==> src/hw/rtl/assert_macros.svh <==
// Assertion helper macros shared by the crop box filter RTL.
// Each macro checks on the rising clock edge and is disabled while reset is held.
`ifndef ASSERT_MACROS_SVH
`define ASSERT_MACROS_SVH

// Implication check: whenever ante holds, cons holds in the same cycle.
`define CBF_ASSERT_SAME(lbl, clk, rstn, ante, cons, msg) \
    lbl: assert property (@(posedge clk) disable iff (!rstn) (ante) |-> (cons)) \
        else $error(msg);

// Next-cycle check: whenever ante holds, cons holds in the following cycle.
`define CBF_ASSERT_NEXT(lbl, clk, rstn, ante, cons, msg) \
    lbl: assert property (@(posedge clk) disable iff (!rstn) (ante) |=> (cons)) \
        else $error(msg);

`endif

==> src/hw/rtl/cbf_pkg.sv <==
// Shared types and constants of the crop box point filter.
// No dependencies; imported by every module of the block.
`default_nettype none

package cbf_pkg;

    localparam int COORD_W     = 16;   // coordinate width, in and out
    localparam int COEF_W      = 16;   // Q1.14 coefficient width
    localparam int FRAC_W      = 14;   // fraction bits of a coefficient
    localparam int PROD_W      = COORD_W + COEF_W;
    localparam int SUM_W       = PROD_W + 2;
    localparam int EXTRA_W     = 32;
    localparam int CNT_OUT_W   = 16;   // width of the reported totals
    localparam int BOX_W       = 3 * COORD_W;
    localparam int ROW_W       = 64;
    localparam int APB_ADDR_W  = 6;
    localparam int APB_DATA_W  = 64;
    localparam int IN_DATA_W   = 3 * COORD_W + EXTRA_W;
    localparam int OUT_DATA_W  = 3 * COORD_W + EXTRA_W + 2 * CNT_OUT_W;

    // Identity rotation (1.0 in Q1.14 on the diagonal), zero translation.
    localparam logic [ROW_W-1:0] ROW_X_RESET = 64'h0000_0000_0000_4000;
    localparam logic [ROW_W-1:0] ROW_Y_RESET = 64'h0000_0000_4000_0000;
    localparam logic [ROW_W-1:0] ROW_Z_RESET = 64'h0000_4000_0000_0000;

    localparam logic signed [SUM_W-1:0] ROUND_HALF = SUM_W'(1 << (FRAC_W - 1));

    typedef enum logic [2:0] {
        REG_BOX_MIN      = 3'd0,
        REG_BOX_MAX      = 3'd1,
        REG_XFORM_ROW_X  = 3'd2,
        REG_XFORM_ROW_Y  = 3'd3,
        REG_XFORM_ROW_Z  = 3'd4,
        REG_KEEP_OUTSIDE = 3'd5
    } cbf_reg_e;

    typedef logic signed [COORD_W-1:0] coord_t;

    typedef struct packed {
        logic [BOX_W-1:0] box_min;
        logic [BOX_W-1:0] box_max;
        logic [ROW_W-1:0] row_x;
        logic [ROW_W-1:0] row_y;
        logic [ROW_W-1:0] row_z;
        logic             keep_outside;
    } cbf_cfg_t;

    // Fields that ride along with a point through the pipeline.
    typedef struct packed {
        logic               finite;
        logic               last;
        logic [EXTRA_W-1:0] extra;
    } cbf_side_t;

    typedef struct packed {
        coord_t x;
        coord_t y;
        coord_t z;
    } cbf_point_t;

endpackage

`default_nettype wire

==> src/hw/rtl/cbf_result.sv <==
// Box test, per-cloud counters and the output register of the filter.
// Depends on cbf_pkg, assert_macros.svh.
`default_nettype none
`include "assert_macros.svh"

module cbf_result
    import cbf_pkg::*;
#(
    parameter int COUNT_BITS = 16
) (
    input  wire logic                  aclk,
    input  wire logic                  aresetn,
    input  wire cbf_cfg_t              cfg,
    input  wire logic                  in_valid,
    output logic                       in_ready,
    input  wire cbf_point_t            in_point,
    input  wire cbf_side_t             in_side,
    output logic                       m_tvalid,
    input  wire logic                  m_tready,
    output logic [OUT_DATA_W-1:0]      m_tdata,
    output logic                       m_tuser,
    output logic                       m_tlast
);

    logic [COUNT_BITS-1:0] inv_cnt_reg,  inv_cnt_next;
    logic [COUNT_BITS-1:0] kept_cnt_reg, kept_cnt_next;
    logic [COUNT_BITS-1:0] inv_total, kept_total;
    logic                  out_valid_reg;
    cbf_point_t            pt_reg, pt_next;
    logic [EXTRA_W-1:0]    extra_reg;
    logic [CNT_OUT_W-1:0]  inv_out_reg, kept_out_reg;
    logic                  kept_reg, last_reg;
    logic                  load;
    logic                  in_box;
    logic                  kept;

    assign in_ready = !out_valid_reg || m_tready;
    assign load     = in_valid && in_ready;

    always_comb begin
        in_box = (in_point.z > coord_t'(cfg.box_min[2*COORD_W +: COORD_W]))
              && (in_point.z < coord_t'(cfg.box_max[2*COORD_W +: COORD_W]))
              && (in_point.y > coord_t'(cfg.box_min[COORD_W +: COORD_W]))
              && (in_point.y < coord_t'(cfg.box_max[COORD_W +: COORD_W]))
              && (in_point.x > coord_t'(cfg.box_min[0 +: COORD_W]))
              && (in_point.x < coord_t'(cfg.box_max[0 +: COORD_W]));
        kept   = in_side.finite && (cfg.keep_outside ? !in_box : in_box);
        pt_next = in_side.finite ? in_point : '0;

        inv_total  = inv_cnt_reg;
        kept_total = kept_cnt_reg;
        if (!in_side.finite && inv_cnt_reg != '1) begin
            inv_total = inv_cnt_reg + 1'b1;
        end
        if (kept && kept_cnt_reg != '1) begin
            kept_total = kept_cnt_reg + 1'b1;
        end
        // Totals of the last point include it; counters restart after it.
        inv_cnt_next  = in_side.last ? '0 : inv_total;
        kept_cnt_next = in_side.last ? '0 : kept_total;
    end

    always_ff @(posedge aclk) begin
        if (!aresetn) begin
            out_valid_reg <= 1'b0;
            inv_cnt_reg   <= '0;
            kept_cnt_reg  <= '0;
        end else begin
            if (in_ready) begin
                out_valid_reg <= in_valid;
            end
            if (load) begin
                inv_cnt_reg  <= inv_cnt_next;
                kept_cnt_reg <= kept_cnt_next;
            end
        end
    end

    always_ff @(posedge aclk) begin
        if (load) begin
            pt_reg       <= pt_next;
            extra_reg    <= in_side.extra;
            inv_out_reg  <= CNT_OUT_W'(inv_total);
            kept_out_reg <= CNT_OUT_W'(kept_total);
            kept_reg     <= kept;
            last_reg     <= in_side.last;
        end
    end

    assign m_tvalid = out_valid_reg;
    assign m_tuser  = kept_reg;
    assign m_tlast  = last_reg;
    assign m_tdata  = {kept_out_reg, inv_out_reg, extra_reg, pt_reg.z, pt_reg.y, pt_reg.x};

    `CBF_ASSERT_NEXT(a_cloud_clear, aclk, aresetn, load && in_side.last,
        inv_cnt_reg == '0 && kept_cnt_reg == '0, "counters not cleared after cloud end")

    `CBF_ASSERT_NEXT(a_cnt_idle, aclk, aresetn, !load,
        $stable(inv_cnt_reg) && $stable(kept_cnt_reg), "counter moved without an item")

    `CBF_ASSERT_SAME(a_invalid_dropped, aclk, aresetn, load && !in_side.finite,
        !kept && pt_next == '0, "invalid point kept or given coordinates")

endmodule

`default_nettype wire

==> config.mk <==
export PLATFORM = sky130hd
export DESIGN_NAME = cbf_result
export DESIGN_NICKNAME = d
export VERILOG_FILES = /design/src/hw/rtl/cbf_pkg.sv /design/src/hw/rtl/cbf_result.sv
export VERILOG_INCLUDE_DIRS = /design/src /design/src/hw/rtl
export SDC_FILE = /design/constraint.sdc
export NUM_CORES = 1
export LEC_CHECK = 0
export BUFFER_PORTS_ARGS = -buffer_cell sky130_fd_sc_hd__buf_2
export CORE_AREA = 5 5 186 188
export DETAILED_ROUTE_END_ITERATION = 6
export DIE_AREA = 0 0 191 193
export GPL_TIMING_DRIVEN = 0
export PLACE_DENSITY = 0.54
export SYNTH_ARGS = -nofsm -noshare
export SYNTH_HDL_FRONTEND = slang
export SYNTH_SLANG_ARGS = --single-unit
==> constraint.sdc <==
create_clock -name aclk -period 5.3 [get_ports aclk]
set_input_delay 1.06 -clock aclk [delete_from_list [all_inputs] [get_ports aclk]]
set_output_delay 1.06 -clock aclk [all_outputs]
set_load 0.02 [all_outputs]
## Yosys cells after proc, flatten, opt, wreduce, memory -nomap -nowiden

Cells that the tools add are included.

| operators by class | value |
|---|---|
| add/sub/neg operators | 2 |
| $mul | 0 |
| divide/modulo/power cells | 0 |
| $lt $le $gt $ge | 6 |
| equal/unequal tests | 2 |
| shifts and indexed selects | 0 |
| muxes and demuxes | 5 |
| bitwise logic cells | 0 |
| reductions and logical operators | 13 |

Operators with widths:

| kind | count |
|---|---|
| 16-bit two-way mux | 4 |
| 16-bit > comparator | 3 |
| 16-bit less-than comparator | 3 |
| 16-bit by 1-bit adder with 16-bit output (second input constant) | 2 |
| 16-bit inequality test (second input constant) | 2 |
| 1-bit logical AND | 9 |
| 1-bit logical NOT | 3 |
| 1-bit logical OR | 1 |
| 1-bit two-way mux | 1 |

| word-level totals | value |
|---|---|
| flip-flop bits (word level) | 147 |
| latch bits | 0 |
| RAM bits | 0 |
| ROM bits | 0 |
| input bits | 375 |
| word-level logic and storage cells | 39 |
| memories | 0 |

## Logic depth before layout (Yosys ltp)

| depth | value |
|---|---|
| depth in word-level cells | 12 |
| gate-level depth with buffers | 12 |

## Worst setup path before layout

OpenSTA, ideal clock, no wires.

| timing path | value |
|---|---|
| kind | input -> register |
| from | in m_tready |
| to | reg inv_cnt_reg[10] |
| setup time | 128 ps |
| arrival time | 5667 ps |
| data required time | 5172 ps |
| path slack | -495 ps |
| cell stages on the path | 7 |
| cell sequence | nand2b_1 > nand2_1 > inv_1 > clkbuf_1 > o21ai_0 > a22oi_1 > nor2_1 |

| on the way | value |
|---|---|
| longest elaborated chain between the ends | 2 |

Ends and longest elaborated chain:

| element | RTL line | source |
|---|---|---|
| start, declared | cbf_result.sv:19 | `input wire logic m_tready,` |
| 1-bit logical OR | cbf_result.sv:37 | `assign in_ready = !out_valid_reg \|\| m_tready;` |
| 1-bit logical AND | cbf_result.sv:38 | `assign load = in_valid && in_ready;` |
| net load | cbf_result.sv:33 | `logic load;` |
| end signal, assigned | cbf_result.sv:73 | `inv_cnt_reg <= inv_cnt_next;` |
| end, declared | cbf_result.sv:25 | `logic [COUNT_BITS-1:0] inv_cnt_reg, inv_cnt_next;` |

The timed path passes the listed nets, and every way through them passes these cells.
A chain may end at the register's enable or synchronous reset.

## Worst setup path in the final report

| timing path | value |
|---|---|
| from | in in_point[43] (netlist name) |
| to | reg kept_out_reg[1] (data pin) |

| on the way | value |
|---|---|
| longest elaborated chain between the ends | 8 |

Ends and longest elaborated chain:

| element | RTL line | source |
|---|---|---|
| start, declared | cbf_result.sv:16 | `input wire cbf_point_t in_point,` |
| 16-bit > comparator | cbf_result.sv:45 | `&& (in_point.x > coord_t'(cfg.box_min[0 +: COORD_W]))` |
| 1-bit logical AND | cbf_result.sv:45 |  |
| 1-bit logical AND (*) | cbf_result.sv:46 | `&& (in_point.x < coord_t'(cfg.box_max[0 +: COORD_W]));` |
| 1-bit logical NOT | cbf_result.sv:47 | `kept = in_side.finite && (cfg.keep_outside ? !in_box : in_box);` |
| 1-bit two-way mux (*) | cbf_result.sv:47 |  |
| 1-bit logical AND (*) | cbf_result.sv:47 |  |
| 1-bit logical AND (*) | cbf_result.sv:55 | `if (kept && kept_cnt_reg != '1) begin` |
| 16-bit two-way mux (*) | cbf_result.sv:55 |  |
| net kept_total[1] | cbf_result.sv:27 | `logic [COUNT_BITS-1:0] inv_total, kept_total;` |
| end signal, assigned | cbf_result.sv:84 | `kept_out_reg <= CNT_OUT_W'(kept_total);` |
| end, declared | cbf_result.sv:31 | `logic [CNT_OUT_W-1:0] inv_out_reg, kept_out_reg;` |

The timed path passes the listed nets; every way through them passes the cells marked *.

==> reports/results.tsv <==
stage	metric	value	unit
pwr	Flop pwr share	0.425	
pwr	Int Pwr	2200	uW
global_route	GRT overflow	0	
synth	Seq/Total Area, Yosys	0.468	
setup_path	CP cell instances	buf_2, ha_1, nand4_1, nor4_1, a211o_1, a211oi_1, o311a_1, and3_1, a21boi_0, nor2_1, mux2_2	
sta	RSZ-0062 raised after global routing	no	
run_status	status	finished, final reports clean	
sta	fmax	247	MHz
clocking	Clock Latency Late Sink	0.44	ns
synth	Syn Area/Cell	10.2	um2
clocking	cts hold-fix bufs	0	
clocking	post-cts resize count	0	
pwr	Pwr Density	271	mW/mm2
sta	number of max-slew violations in the final report	0	
drt	met2 wire length	12800	um
clocking	clock sink count	147	
setup_path	CP max stage delay	0.48	ns
clocking	# H-tree levels	4	
worst_hold_path	hold endpoint	inv_cnt_reg[15]	
finish	share of layout cells above drive strength 1	0.296	
place	Buffers on Ports	297	
setup_path	cell family with most CP delay	compound AO/OA/AOI/OAI gates	
setup_path	crit path capture type	flip-flop	
worst_hold_path	Worst Hold Path Cells	2	
sta	Period minus WS final	4.04	ns
finish	antenna fix cells	0	
global_route	first-pass GRT wire length	42100	um
drt	via/cell ratio	4.64	
place	DP HPWL	22900	um
clocking	CTS Buffer Depth	2	
finish	fillcell total	3375	
setup_path	Reg2Reg Launch Point	kept_cnt_reg[0]	
drt	wl on met1	13000	um
floorplanning	core region area	0.0329	mm2
setup_path	CP required	5.49	ns
pwr	Logic pwr share	0.161	
global_route	largest net degree at the start of global routing	89	
drt	routed vias	7561	
drt	detailed-router iteration count before antenna repair	5	
worst_hold_path	Hold Startpoint	inv_cnt_reg[15]	
drt	Iter 0 DRT Violations	367	
setup_path	critical path arrival	4.23	ns
setup_path	worst reg-to-reg path cell count	10	
sta	# setup viols final	0	
pwr	NetSw	891	uW
setup_path	CP max stage cell	nor2_1	
drt	highest routing layer actually used	met5	
floorplanning	Die Y	193	um
finish	nets	1640	
floorplanning	num rows	67	
floorplanning	die footprint	0.0369	mm2
setup_path	crit path max fanout	6	
place	dpl cells	1599	
finish	area grow syn2layout	30.9	%
global_route	vias in the first global route	7538	
sta	Setup TNS	0	ns
sta	Tightest Pin Transition	0.813	ns
setup_path	startpoint types	input pin	
synth	Yosys cell types	60	
drt	post-route ant nets	0	
synth	Synth top area share	0.392	
sta	Final Cycle Share	0.763	
synth	Post-synth ARST share	0	
finish	fin cells	1631	
floorplanning	initial core utilization	0.265	
floorplanning	DIE WIDTH	191	um
setup_path	Crit Path Category	input pin to flip-flop	
pwr	sw frac	0.288	
drt	drt wl/cell	17.4	um
synth	Yosys warnings	0	
sta	Worst Hold Slack	0.509	ns
synth	Cell Area, Synth	0.00873	mm2
drt	Residual DRC	0	
clocking	Clock Pin Slew Worst Setup and Hold Paths	0.07	ns
setup_path	crit path buf inv count	1	
finish	max reg flops	48	
synth	dominant cell type by area after synthesis	edfxtp_1	
clocking	CTS Root Buffer Type	clkbuf_16	
clocking	Num CTS Buffers	17	
synth	cells after synthesis	853	
place	worst slack at placement	0.848	ns
place	Placer Congestion	0.833	
clocking	CTS tree	yes	
worst_hold_path	worst hold path class	flip-flop to flip-flop	
floorplanning	Ports	491	
pwr	Leakage	0.00522	uW
sta	Slew HR	0.458	
pwr	Max IR drop VDD	199	uV
sta	Final Hold Violating Endpoints	0	
global_route	initial antenna violation count	5	
synth	Synth Flop Type	edfxtp_1	
pwr	Clk pwr share	0.414	
synth	syn_nets	1323	
synth	FF+latch count, synth	147	
clocking	post-CTS setup repair buffer count	0	
sta	worst setup margin	1.26	ns
synth	EDFF count, synth	114	
sta	Clock Skew	0.0106	ns
global_route	GRT Util Overall	0.149	
synth	dominant cells by area after synthesis	edfxtp_1, ha_1, dfxtp_1	
setup_path	r2r setup slk	2.02	ns
drt	routed wire length on met3	2240	um
drt	drt total wl	28400	um
job	Max Cap Viol	0	
setup_path	R2R Path End	kept_out_reg[1]	
metrics by stage:
stage	util	power (uW)	instance area, um2
2_1_floorplan	-	1620	8730
3_3_place_gp	0.327	1840	10800
3_5_place_dp	0.328	1850	10800
4_1_cts	0.347	3150	11400
5_1_grt	0.347	3260	11400
6_report	0.347	3100	11400
worst min-delay path: stages (launching register included):
cell	delay [ns]
dfxtp_1	0.33
o21ai_0	0.08
a21oi_1	0.06
worst max-delay path by stage:
stage	startpoint	end	slack [ns]	cells past startpoint
4_1_cts	in_point[43]	kept_out_reg[1]	1.31	11
3_3_place_gp	m_tready	inv_cnt_reg[10]	0.22	8
5_1_grt	in_point[31]	kept_out_reg[1]	1.20	11
2_1_floorplan	m_tready	inv_cnt_reg[10]	1.42	7
6_report	in_point[43]	kept_out_reg[1]	1.26	11
3_5_place_dp	in_point[43]	kept_out_reg[1]	0.85	11
synthesized netlist by cell type, drive strengths merged (3+ instances only):
| cell | number |
|---|---|
| edfxtp | 114 |
| inv | 107 |
| ha | 95 |
| and2 | 55 |
| nor2 | 42 |
| a21oi | 41 |
| nand3 | 39 |
| nand2 | 38 |
| dfxtp | 33 |
| clkbuf | 28 |
| o21ai | 28 |
| xnor2 | 22 |
| nand4 | 21 |
| nor3 | 17 |
| a21o | 15 |
| o211ai | 14 |
| and3 | 13 |
| a22oi | 10 |
| or4 | 10 |
| nor4 | 9 |
| or3 | 9 |
| nand2b | 7 |
| nor2b | 7 |
| xor2 | 7 |
| and4 | 6 |
| buf | 6 |
| a211oi | 5 |
| a2111oi | 4 |
| mux2 | 4 |
| nand3b | 4 |
| nand4b | 4 |
| a211o | 3 |
| a31oi | 3 |
| o2111ai | 3 |
| o21bai | 3 |
| o31a | 3 |
| o41ai | 3 |
cells in the final DEF, fill, tap and decap left out, types with 22 or more instances in the layout:
master	count
o21ai_0	27
xnor2_1	22
nand2_1	38
nor2_1	42
clkbuf_1	27
a21oi_1	41
ha_1	95
buf_2	303
dfxtp_1	33
and2_1	55
nand3_1	38
inv_1	107
edfxtp_1	114
final cells by class:
| cell class | count | area, um2 | share of cell area |
|---|---|---|---|
| clock inverter | 15 | 186 | 0.0163 |
| inverter | 107 | 402 | 0.0352 |
| clock buffer | 17 | 425 | 0.0372 |
| tap | 448 | 561 | 0.0491 |
| timing repair buffer | 298 | 1510 | 0.133 |
| buffer | 34 | 145 | 0.0127 |
| sequential | 147 | 4080 | 0.357 |
| multi-input combinational | 565 | 4110 | 0.360 |
cells by family after synthesis:
| kind of cell | after synthesis | share of synthesized area |
|---|---|---|
| XOR/XNOR | 29 | 0.0291 |
| multiplexers | 5 | 0.00631 |
| buffers and inverters | 141 | 0.0615 |
| AO/OA/AOI/OAI | 148 | 0.115 |
| AND/OR/NAND/NOR | 288 | 0.184 |
| adder cells (fa/ha/maj) | 95 | 0.136 |
| flip-flops | 147 | 0.468 |
power by group through the flow:
stage	Clock (uW)	Combinational, uW	Sequential, uW
CTS	1320	509	1320
finish	1280	500	1320
floorplan	0	205	1410
global route	1380	557	1320
detailed placement	0	506	1340
global placement	0	495	1350
routing by layer:
layer | up-vias | GRT usage
met5 | - | 0
met4 | 8 | 0.0337
met3 | 24 | 0.0461
met2 | 248 | 0.239
met1 | 3552 | 0.200
li1 | 3729 | -
Power figures use the tool's default switching activity.
