### src/hw/rtl/assert_macros.svh
// Assertion helper macros shared by the crop box filter RTL.
// Each macro checks on the rising clock edge and is disabled while reset is held.
`ifndef ASSERT_MACROS_SVH
`define ASSERT_MACROS_SVH

// Implication check: whenever ante holds, cons holds in the same cycle.
`define CBF_ASSERT_SAME(lbl, clk, rstn, ante, cons, msg) \
    lbl: assert property (@(posedge clk) disable iff (!rstn) (ante) |-> (cons)) \
        else $error(msg);

// Next-cycle check: whenever ante holds, cons holds in the following cycle.
`define CBF_ASSERT_NEXT(lbl, clk, rstn, ante, cons, msg) \
    lbl: assert property (@(posedge clk) disable iff (!rstn) (ante) |=> (cons)) \
        else $error(msg);

`endif

### src/hw/rtl/cbf_pkg.sv
// Shared types and constants of the crop box point filter.
// No dependencies; imported by every module of the block.
`default_nettype none

package cbf_pkg;

    localparam int COORD_W     = 16;   // coordinate width, in and out
    localparam int COEF_W      = 16;   // Q1.14 coefficient width
    localparam int FRAC_W      = 14;   // fraction bits of a coefficient
    localparam int PROD_W      = COORD_W + COEF_W;
    localparam int SUM_W       = PROD_W + 2;
    localparam int EXTRA_W     = 32;
    localparam int CNT_OUT_W   = 16;   // width of the reported totals
    localparam int BOX_W       = 3 * COORD_W;
    localparam int ROW_W       = 64;
    localparam int APB_ADDR_W  = 6;
    localparam int APB_DATA_W  = 64;
    localparam int IN_DATA_W   = 3 * COORD_W + EXTRA_W;
    localparam int OUT_DATA_W  = 3 * COORD_W + EXTRA_W + 2 * CNT_OUT_W;

    // Identity rotation (1.0 in Q1.14 on the diagonal), zero translation.
    localparam logic [ROW_W-1:0] ROW_X_RESET = 64'h0000_0000_0000_4000;
    localparam logic [ROW_W-1:0] ROW_Y_RESET = 64'h0000_0000_4000_0000;
    localparam logic [ROW_W-1:0] ROW_Z_RESET = 64'h0000_4000_0000_0000;

    localparam logic signed [SUM_W-1:0] ROUND_HALF = SUM_W'(1 << (FRAC_W - 1));

    typedef enum logic [2:0] {
        REG_BOX_MIN      = 3'd0,
        REG_BOX_MAX      = 3'd1,
        REG_XFORM_ROW_X  = 3'd2,
        REG_XFORM_ROW_Y  = 3'd3,
        REG_XFORM_ROW_Z  = 3'd4,
        REG_KEEP_OUTSIDE = 3'd5
    } cbf_reg_e;

    typedef logic signed [COORD_W-1:0] coord_t;

    typedef struct packed {
        logic [BOX_W-1:0] box_min;
        logic [BOX_W-1:0] box_max;
        logic [ROW_W-1:0] row_x;
        logic [ROW_W-1:0] row_y;
        logic [ROW_W-1:0] row_z;
        logic             keep_outside;
    } cbf_cfg_t;

    // Fields that ride along with a point through the pipeline.
    typedef struct packed {
        logic               finite;
        logic               last;
        logic [EXTRA_W-1:0] extra;
    } cbf_side_t;

    typedef struct packed {
        coord_t x;
        coord_t y;
        coord_t z;
    } cbf_point_t;

endpackage

`default_nettype wire

### src/hw/rtl/cbf_cfg.sv
// APB register file of the crop box filter: box limits, transform rows, mode.
// Depends on cbf_pkg.
`default_nettype none

module cbf_cfg
    import cbf_pkg::*;
(
    input  wire logic                  aclk,
    input  wire logic                  aresetn,
    input  wire logic                  psel,
    input  wire logic                  penable,
    input  wire logic                  pwrite,
    input  wire logic [APB_ADDR_W-1:0] paddr,
    input  wire logic [APB_DATA_W-1:0] pwdata,
    output logic      [APB_DATA_W-1:0] prdata,
    output logic                       pready,
    output cbf_cfg_t                   cfg
);

    cbf_cfg_t cfg_reg;
    cbf_reg_e reg_sel;
    logic     wr_en;

    assign pready  = 1'b1;
    assign reg_sel = cbf_reg_e'(paddr[APB_ADDR_W-1:3]);
    assign wr_en   = psel && penable && pwrite && pready;
    assign cfg     = cfg_reg;

    always_ff @(posedge aclk) begin
        if (!aresetn) begin
            cfg_reg.box_min      <= '0;
            cfg_reg.box_max      <= '0;
            cfg_reg.row_x        <= ROW_X_RESET;
            cfg_reg.row_y        <= ROW_Y_RESET;
            cfg_reg.row_z        <= ROW_Z_RESET;
            cfg_reg.keep_outside <= 1'b0;
        end else if (wr_en) begin
            unique case (reg_sel)
                REG_BOX_MIN:      cfg_reg.box_min      <= pwdata[BOX_W-1:0];
                REG_BOX_MAX:      cfg_reg.box_max      <= pwdata[BOX_W-1:0];
                REG_XFORM_ROW_X:  cfg_reg.row_x        <= pwdata;
                REG_XFORM_ROW_Y:  cfg_reg.row_y        <= pwdata;
                REG_XFORM_ROW_Z:  cfg_reg.row_z        <= pwdata;
                REG_KEEP_OUTSIDE: cfg_reg.keep_outside <= pwdata[0];
                default: ;  // unmapped slots drop the write
            endcase
        end
    end

    always_comb begin
        unique case (reg_sel)
            REG_BOX_MIN:      prdata = APB_DATA_W'(cfg_reg.box_min);
            REG_BOX_MAX:      prdata = APB_DATA_W'(cfg_reg.box_max);
            REG_XFORM_ROW_X:  prdata = cfg_reg.row_x;
            REG_XFORM_ROW_Y:  prdata = cfg_reg.row_y;
            REG_XFORM_ROW_Z:  prdata = cfg_reg.row_z;
            REG_KEEP_OUTSIDE: prdata = APB_DATA_W'(cfg_reg.keep_outside);
            default:          prdata = '0;
        endcase
    end

endmodule

`default_nettype wire

### config.mk
export PLATFORM = sky130hd
export DESIGN_NAME = cbf_cfg
export DESIGN_NICKNAME = d
export VERILOG_FILES = /design/src/hw/rtl/assert_macros.svh /design/src/hw/rtl/cbf_pkg.sv /design/src/hw/rtl/cbf_cfg.sv
export SDC_FILE = /design/constraint.sdc
export NUM_CORES = 1
export LEC_CHECK = 0
export BUFFER_PORTS_ARGS = -buffer_cell sky130_fd_sc_hd__buf_2
export CORE_AREA = 2 2 167 169
export DETAILED_ROUTE_END_ITERATION = 16
export DIE_AREA = 0 0 169 171
export PLACE_DENSITY_LB_ADDON = 0.12
export SYNTH_ARGS = -nofsm -noshare
export SYNTH_HDL_FRONTEND = slang
export SYNTH_SLANG_ARGS = --single-unit
export TNS_END_PERCENT = 20
### constraint.sdc
create_clock -name aclk -period 1.8 [get_ports aclk]
set_input_delay 0.27 -clock aclk [delete_from_list [all_inputs] [get_ports aclk]]
set_output_delay 0.27 -clock aclk [all_outputs]
set_load 0.05 [all_outputs]
**Word-level counts from Yosys, hierarchy flattened**

Cells that the tools add are included.

- Output and inout bits: 354
- Word-level logic and storage cells: 21
- Input port bits: 75
- Register bits: 289

- Reductions and logical operators: 9
- Equality and inequality tests: 5
- Muxes and demuxes: 1

Operators with widths:

| cell | number |
|---|---|
| $pmux 64 s6 | 1 |
| $reduce_and 2->1 | 6 |
| $eq 3x2->1 const B | 2 |
| $eq 3x3->1 const B | 2 |
| $eq 3x1->1 const B | 1 |
| $logic_not 3->1 | 1 |
| $logic_and 1x1->1 | 2 |

**Longest topological paths before layout**

Gate-level depths: netlist of run 1.

- Word-level depth: 3
- Gate-level depth with buffers: 6
- Mapped depth without buffers: 3

**Least setup slack after synthesis of run 1**

No wires, ideal clock.

- Path kind: input -> output
- Start: input paddr[3]
- End: output prdata[46]
- Required time: 1.530 ns
- Path buffers: 3
- Stages: 6
- Arrival: 1.918 ns
- Path slack: -0.388 ns
- Path through: buf_4 buf_2 nor2b_1 buf_2 a22oi_1 o22ai_1

- Cells in the longest elaborated chain, start to end: 2
- Elaborated cells between the ends (all ways): 7
- Classes of those cells: eq/ne (5); mux (1); reduce/logical (1)

Ends and longest elaborated chain:

| element | line | RTL |
|---|---|---|
| start, declared | cbf_cfg.sv:13 | `input wire logic [APB_ADDR_W-1:0] paddr,` |
| $eq 3x3->1, or another cell as far along | cbf_cfg.sv:51 | `unique case (reg_sel)` |
| $pmux 64 s6 (*) | cbf_cfg.sv:51 |  |
| end, declared | cbf_cfg.sv:15 | `output logic [APB_DATA_W-1:0] prdata,` |

Every way passes the cells marked *; elsewhere a longest branch is shown, timed or not.

**Final worst setup path of run 1**

- Start: register cfg_reg (netlist bit cfg[0])
- End: output prdata[0]

- Cells in the longest elaborated chain, start to end: 1

Ends and longest elaborated chain:

| element | line | RTL |
|---|---|---|
| start, declared | cbf_cfg.sv:20 | `cbf_cfg_t cfg_reg;` |
| $pmux 64 s6 | cbf_cfg.sv:51 |  |

No other way between the ends.

==> results of run 1 <==
power by group:
| part | switching, mW | internal [mW] |
|---|---|---|
| sequential | 0.0399 | 6.45 |
| combinational | 0.974 | 0.485 |
| clock | 2.58 | 4.26 |
timing repair:
| item | CTS | global route |
|---|---|---|
| hold endpoints to repair | 2 | 0 |
| gates resized for setup | 117 | 115 |
| pin swaps | 17 | 13 |
| setup buffers | 11 | 0 |
| setup endpoints to repair | 61 | 64 |
| hold buffers | 2 | 0 |
worst max-delay path by stage:
stage	startpoint	to	slack [ns]	depth (start not counted)
after floorplan	paddr[3]	prdata[58]	-0.23	5
after global placement	paddr[5]	prdata[61]	0.005	6
after detailed placement	paddr[5]	prdata[61]	-0.03	6
after CTS	cfg[0]$_SDFFE_PN0P_	prdata[0]	-0.13	4
after global routing	cfg[0]$_SDFFE_PN0P_	prdata[0]	-0.13	4
final	cfg[0]$_SDFFE_PN0P_	prdata[0]	-0.11	4
layer usage:
metal | wire length, um | vias to the layer above | part of all wire [%]
met5 | 11 | - | 0.026
met4 | 800 | 2 | 1.9
met3 | 2820 | 55 | 6.8
met2 | 19700 | 360 | 47
met1 | 18200 | 5478 | 44
li1 | - | 5455 | -
stage by stage:
| stage | setup TNS [ns] | std cells | worst slack (ns) | power (mW) |
|---|---|---|---|---|
| floorplan | -4.40 | 1322 | -0.228 | 7.52 |
| global placement | 0 | 2055 | 0.00517 | 7.98 |
| detailed placement | -0.253 | 2055 | -0.0278 | 7.99 |
| CTS | -0.945 | 2123 | -0.128 | 14.8 |
| global route | -1.39 | 2125 | -0.133 | 15.2 |
| finish | -0.523 | 2125 | -0.105 | 14.8 |
cell usage in the layout, fill, tap and decap left out, drive strengths merged, types with 3 or more instances in the layout:
cell type / count
bufinv: 5
nor2b: 8
o21a: 34
buf: 512
o2bb2ai: 50
o22ai: 14
clkbuf: 46
dfxtp: 289
nor2: 3
nand2: 350
mux2i: 372
mux2: 13
o21ai: 35
a22oi: 26
cell type report:
type	count	area share [%]
inverter	2	0.0421
timing repair buffer	514	19.8
multi-input combinational	917	38.6
clock buffer	46	5.22
antenna	2	0.0281
sequential	289	33.0
tap	346	2.43
clock inverter	9	0.982
worst max-delay path, cell delays in order (launching register included):
cell and delay (ns):
dfxtp_2 0.33, mux4_2 0.47, inv_2 0.07, o22ai_2 0.06, buf_6 0.16
kinds of logic (layout without fill, tap and decap cells):
family	after synthesis	in the layout	share of synthesized area, %
compound gates	162	162	9.10
buf+inv	116	571	4.72
flops	289	289	44.8
mux	386	386	30.1
other cells	1	3	0.0290
simple gates	368	368	11.2
==> out/results.ini, run 1 <==
[place]
dp_hpwl_um=29000
place_congestion=0.811
place_area_um2=16100
port-buffer-count=424

[clocking]
clock_sinks=289
cts_tree=done
clkSlewWorstSetupHoldPaths_ns=0.06
insertion_delay_ns=0.55
ctsRootBufferMaster=clkbuf_16
htreeDepth=1
clk_path_buf_depth=3
cts_buffers=31

[timing]
clock_skew_ns=0
worst_slack_ns=-0.105
whs_ns=0.0253
rsz0062_at_grt=yes
setup_viol=14
max_freq_mhz=525
finalCritPeriodShare_pct=106
min_period_ns=1.91
drv_slew=0
hold_viol=0

[synthesis]
synth_edf_count=0
syn_avg_cell_area_um2=9.77
ys_async_sr_fraction_pct=0
seq_area_frac_synth_pct=44.8
synth.most_common_cell=mux2i_1
yosysWarnings=0
synthDistinctLibCells=29
synth_cells=1322
synth_area_um2=12900
synth_ff_type=dfxtp_1
synth_nets=1397
yosys-top-cells-count=mux2i_1, nand2_1, dfxtp_1
synth.largest_area_cell=dfxtp_1
yosys-top-cells-area=dfxtp_1, mux2i_1, nand2_1
synth_top_area_share_pct=44.8
ys_seq_elements=289

[final_layout]
multi_input_area_um2=6880
fin_util_pct=65.3
seqCellArea_um2=5880
syn_to_final_growth_pct=38.2
nets=1830
drive_gt1_share_pct=39.2
fillers=2222
final_cell_area_um2=17800
largest_register_ffs=289

[global_route]
antenna_found_initial=3
grtUsageTotal_pct=27.2
grt_pass1_wl_um=62400
use_met1_pct=35.3
grt-busiest-layer=met2
grt_max_degree=81
use_met2_pct=46.3
overflow=0
grt_pass1_vias=10903
grt_util_met3_pct=5.85

[worst_hold_path]
min_path_type=in2reg
min-delay-start=pwdata[51]
hold_end=cfg[116]$_SDFFE_PN0P_
hold_path_depth=3

[worst_setup_path]
ff2ff_path_depth=3
path_class=reg2out
cp_data_arrival_time_ns=1.64
critPathCaptureType=output pin
reg2reg_from=cfg[0]$_SDFFE_PN0P_
critPathMaxFanout=2
r2r-end=cfg[0]$_SDFFE_PN0P_
regToRegSetupSlack_ns=1.05
cp.required_ns=1.53
start_kind=flop

[die]
chipWidth_um=169
dieArea_um2=28900
die_h_um=171
design.portCount=429
coreArea_um2=27300
start_util_pct=47.3
rows=61

[routing]
num_vias=11350
wl_per_cell_um=19.6
final_antenna_net_count=0
vias_per_cell=5.34
drt_pre_antenna_iters=5
wl_um=41600
drtIter0Drc=605
route.detailed.drc=0

[job]
drv_cap=0

[power]
leakagePower_nw=7.53
peakVddDrop_mv=0.664
power_density_nw_per_um2=829

[outcome]
outcome=complete, but fails checks
violations=negative setup slack

Power figures use the tool's default switching activity.
==> inputs of run 2 (changes only) <==
--- a/config.mk
+++ b/config.mk
@@ -9,7 +9,9 @@
 export CORE_AREA = 2 2 167 169
 export DETAILED_ROUTE_END_ITERATION = 16
 export DIE_AREA = 0 0 169 171
+export GPL_ROUTABILITY_DRIVEN = 0
 export PLACE_DENSITY_LB_ADDON = 0.12
+export SLEW_MARGIN = 20
 export SYNTH_ARGS = -nofsm -noshare
 export SYNTH_HDL_FRONTEND = slang
 export SYNTH_SLANG_ARGS = --single-unit
==> constraint.sdc (replaced) <==
create_clock -name aclk -period 2.1 [get_ports aclk]
set_input_delay 0.315 -clock aclk [delete_from_list [all_inputs] [get_ports aclk]]
set_output_delay 0.315 -clock aclk [all_outputs]
set_load 0.05 [all_outputs]
==> run 2 against run 1 <==
Wire length shrank 2.5%. Critical endpoint is now prdata[34]. The flow now finishes without violations. Global-route usage fell by 0.74 points. Highest routed layer is now met4. Count of clock-buffer cells in the layout fell by 1.
==> out/results.ini, run 2 (same netlist as run 1, synthesis figures left out) <==
[job]
drv_cap=0

[final_layout]
final_cell_mix=buf_2, mux2i_1, nand2_1
mostFrequentLayoutCell=buf_2
nets=1794
final_cell_area_um2=16800
largest_register_ffs=289
fin_cells=2088
syn_to_final_growth_pct=29.8
drive_gt1_share_pct=32.0

[die]
die_h_um=171
dieArea_um2=28900
chipWidth_um=169
design.portCount=429
rows=61
start_util_pct=47.3
coreArea_um2=27300

[power]
peakVddDrop_mv=0.481
leakagePower_nw=7.19
power_density_nw_per_um2=746

[global_route]
antenna_found_initial=1
grtUsageTotal_pct=26.4
grt_max_degree=55
grt_pass1_vias=10403
grt_pass1_wl_um=60400
overflow=0

[clocking]
post_cts_buffers=0
clock_sinks=289
insertion_delay_ns=0.54
hold_buffers=0
clk_path_buf_depth=3
ctsRootBufferMaster=clkbuf_16
htreeDepth=1
cts_tree=done
cts_resized=0
cts_buffers=31
clkSlewWorstSetupHoldPaths_ns=0.06

[place]
place_area_um2=15700
dp_hpwl_um=28300
placed_cells=2032
port-buffer-count=424

[routing]
drt_pre_antenna_iters=5
drtIter0Drc=681
wl_per_cell_um=19.4
route.detailed.drc=0
wl_um=40600
final_antenna_net_count=0
vias_per_cell=5.34
num_vias=11157

[worst_setup_path]
cp.required_ns=1.78
cp_data_arrival_time_ns=1.71
critPathCaptureType=output pin
path_class=reg2out
start_kind=flop
critPathMaxFanout=3
reg2reg_from=cfg[11]$_SDFFE_PN0P_
crit_start=cfg[99]$_SDFFE_PN0P_

[timing]
min_period_ns=2.02
clock_skew_ns=0
finalCritPeriodShare_pct=96.4
setup_viol=0
hold_viol=0
whs_ns=0.0394
max_freq_mhz=494
rsz0062_at_grt=no
drv_slew=0

[outcome]
outcome=complete, no violations

[worst_hold_path]
min-delay-start=pwdata[14]
min_path_type=in2reg

-- run 2: cell types whose count changed in the layout (fill, tap and decap cells not counted), moves of 8 or more --
cell | previous run | this run
a22oi_1 | 14 | 26
a22oi_2 | 12 | 0
buf_2 | 356 | 420
buf_4 | 80 | 33
buf_6 | 43 | 0
dfxtp_1 | 214 | 289
dfxtp_2 | 75 | 0
o21ai_0 | 15 | 35
o21ai_1 | 20 | 0
o22ai_4 | 9 | 0
o2bb2ai_1 | 40 | 50
o2bb2ai_2 | 8 | 0
-- run 2: metal layers --
layer / track usage, % / vias to the layer above / wire (um)
li1: - / 5374 / -
met1: 33.1 / 5323 / 16800
met2: 45.2 / 393 / 19600
met3: 6.71 / 67 / 3110
met4: 7.51 / 0 / 1010
met5: 0 / - / 0
-- run 2: worst max-delay path: stages, from the launching register on --
cell and delay [ns]:
dfxtp_1 0.32, mux2_2 0.26, a22oi_1 0.22, o22ai_2 0.12
buf_2 0.23
-- run 2: power breakdown --
| group | switching (mW) | total (mW) | leakage [nW] | internal, mW |
|---|---|---|---|---|
| Sequential | 0.0334 | 5.56 | 2.33 | 5.52 |
| Clock | 2.19 | 5.81 | 0.543 | 3.62 |
| Combinational | 0.797 | 1.13 | 4.32 | 0.336 |
| Total | 3.02 | 12.5 | 7.19 | 9.48 |
-- run 2: worst paths after layout --
| kind | depth (start not counted) | slack, ns | end |
|---|---|---|---|
| max | 4 | 0.08 | prdata[34] |
| min | 3 | 0.04 | cfg[143]$_SDFFE_PN1P_ |
| max reg2reg | 2 | 1.37 | cfg[11]$_SDFFE_PN0P_ |
| min reg2reg | 2 | 0.47 | cfg[60]$_SDFFE_PN0P_ |
-- run 2: area by class of cell --
cell class	instances	area (um^2)
Antenna cell	1	2.50
Fill cell	2374	10600
Timing Repair Buffer	478	2850
Tap cell	346	433
Clock buffer	45	918
Sequential cell	289	5790
Clock inverter	10	179
Multi-Input combinational cell	917	6590
Inverter	2	7.51
-- run 2: through the flow --
step / setup slack [ns] / total power, mW / util (%) / setup TNS [ns]
detailed placement: 0.131 / 6.81 / 57.3 / 0
global placement: 0.152 / 6.80 / 57.3 / 0
CTS: 0.0675 / 12.6 / 61.3 / 0
floorplan: -0.178 / 6.43 / - / -1.86
finish: 0.0764 / 12.5 / 61.3 / 0
global route: 0.0124 / 12.9 / 61.3 / 0
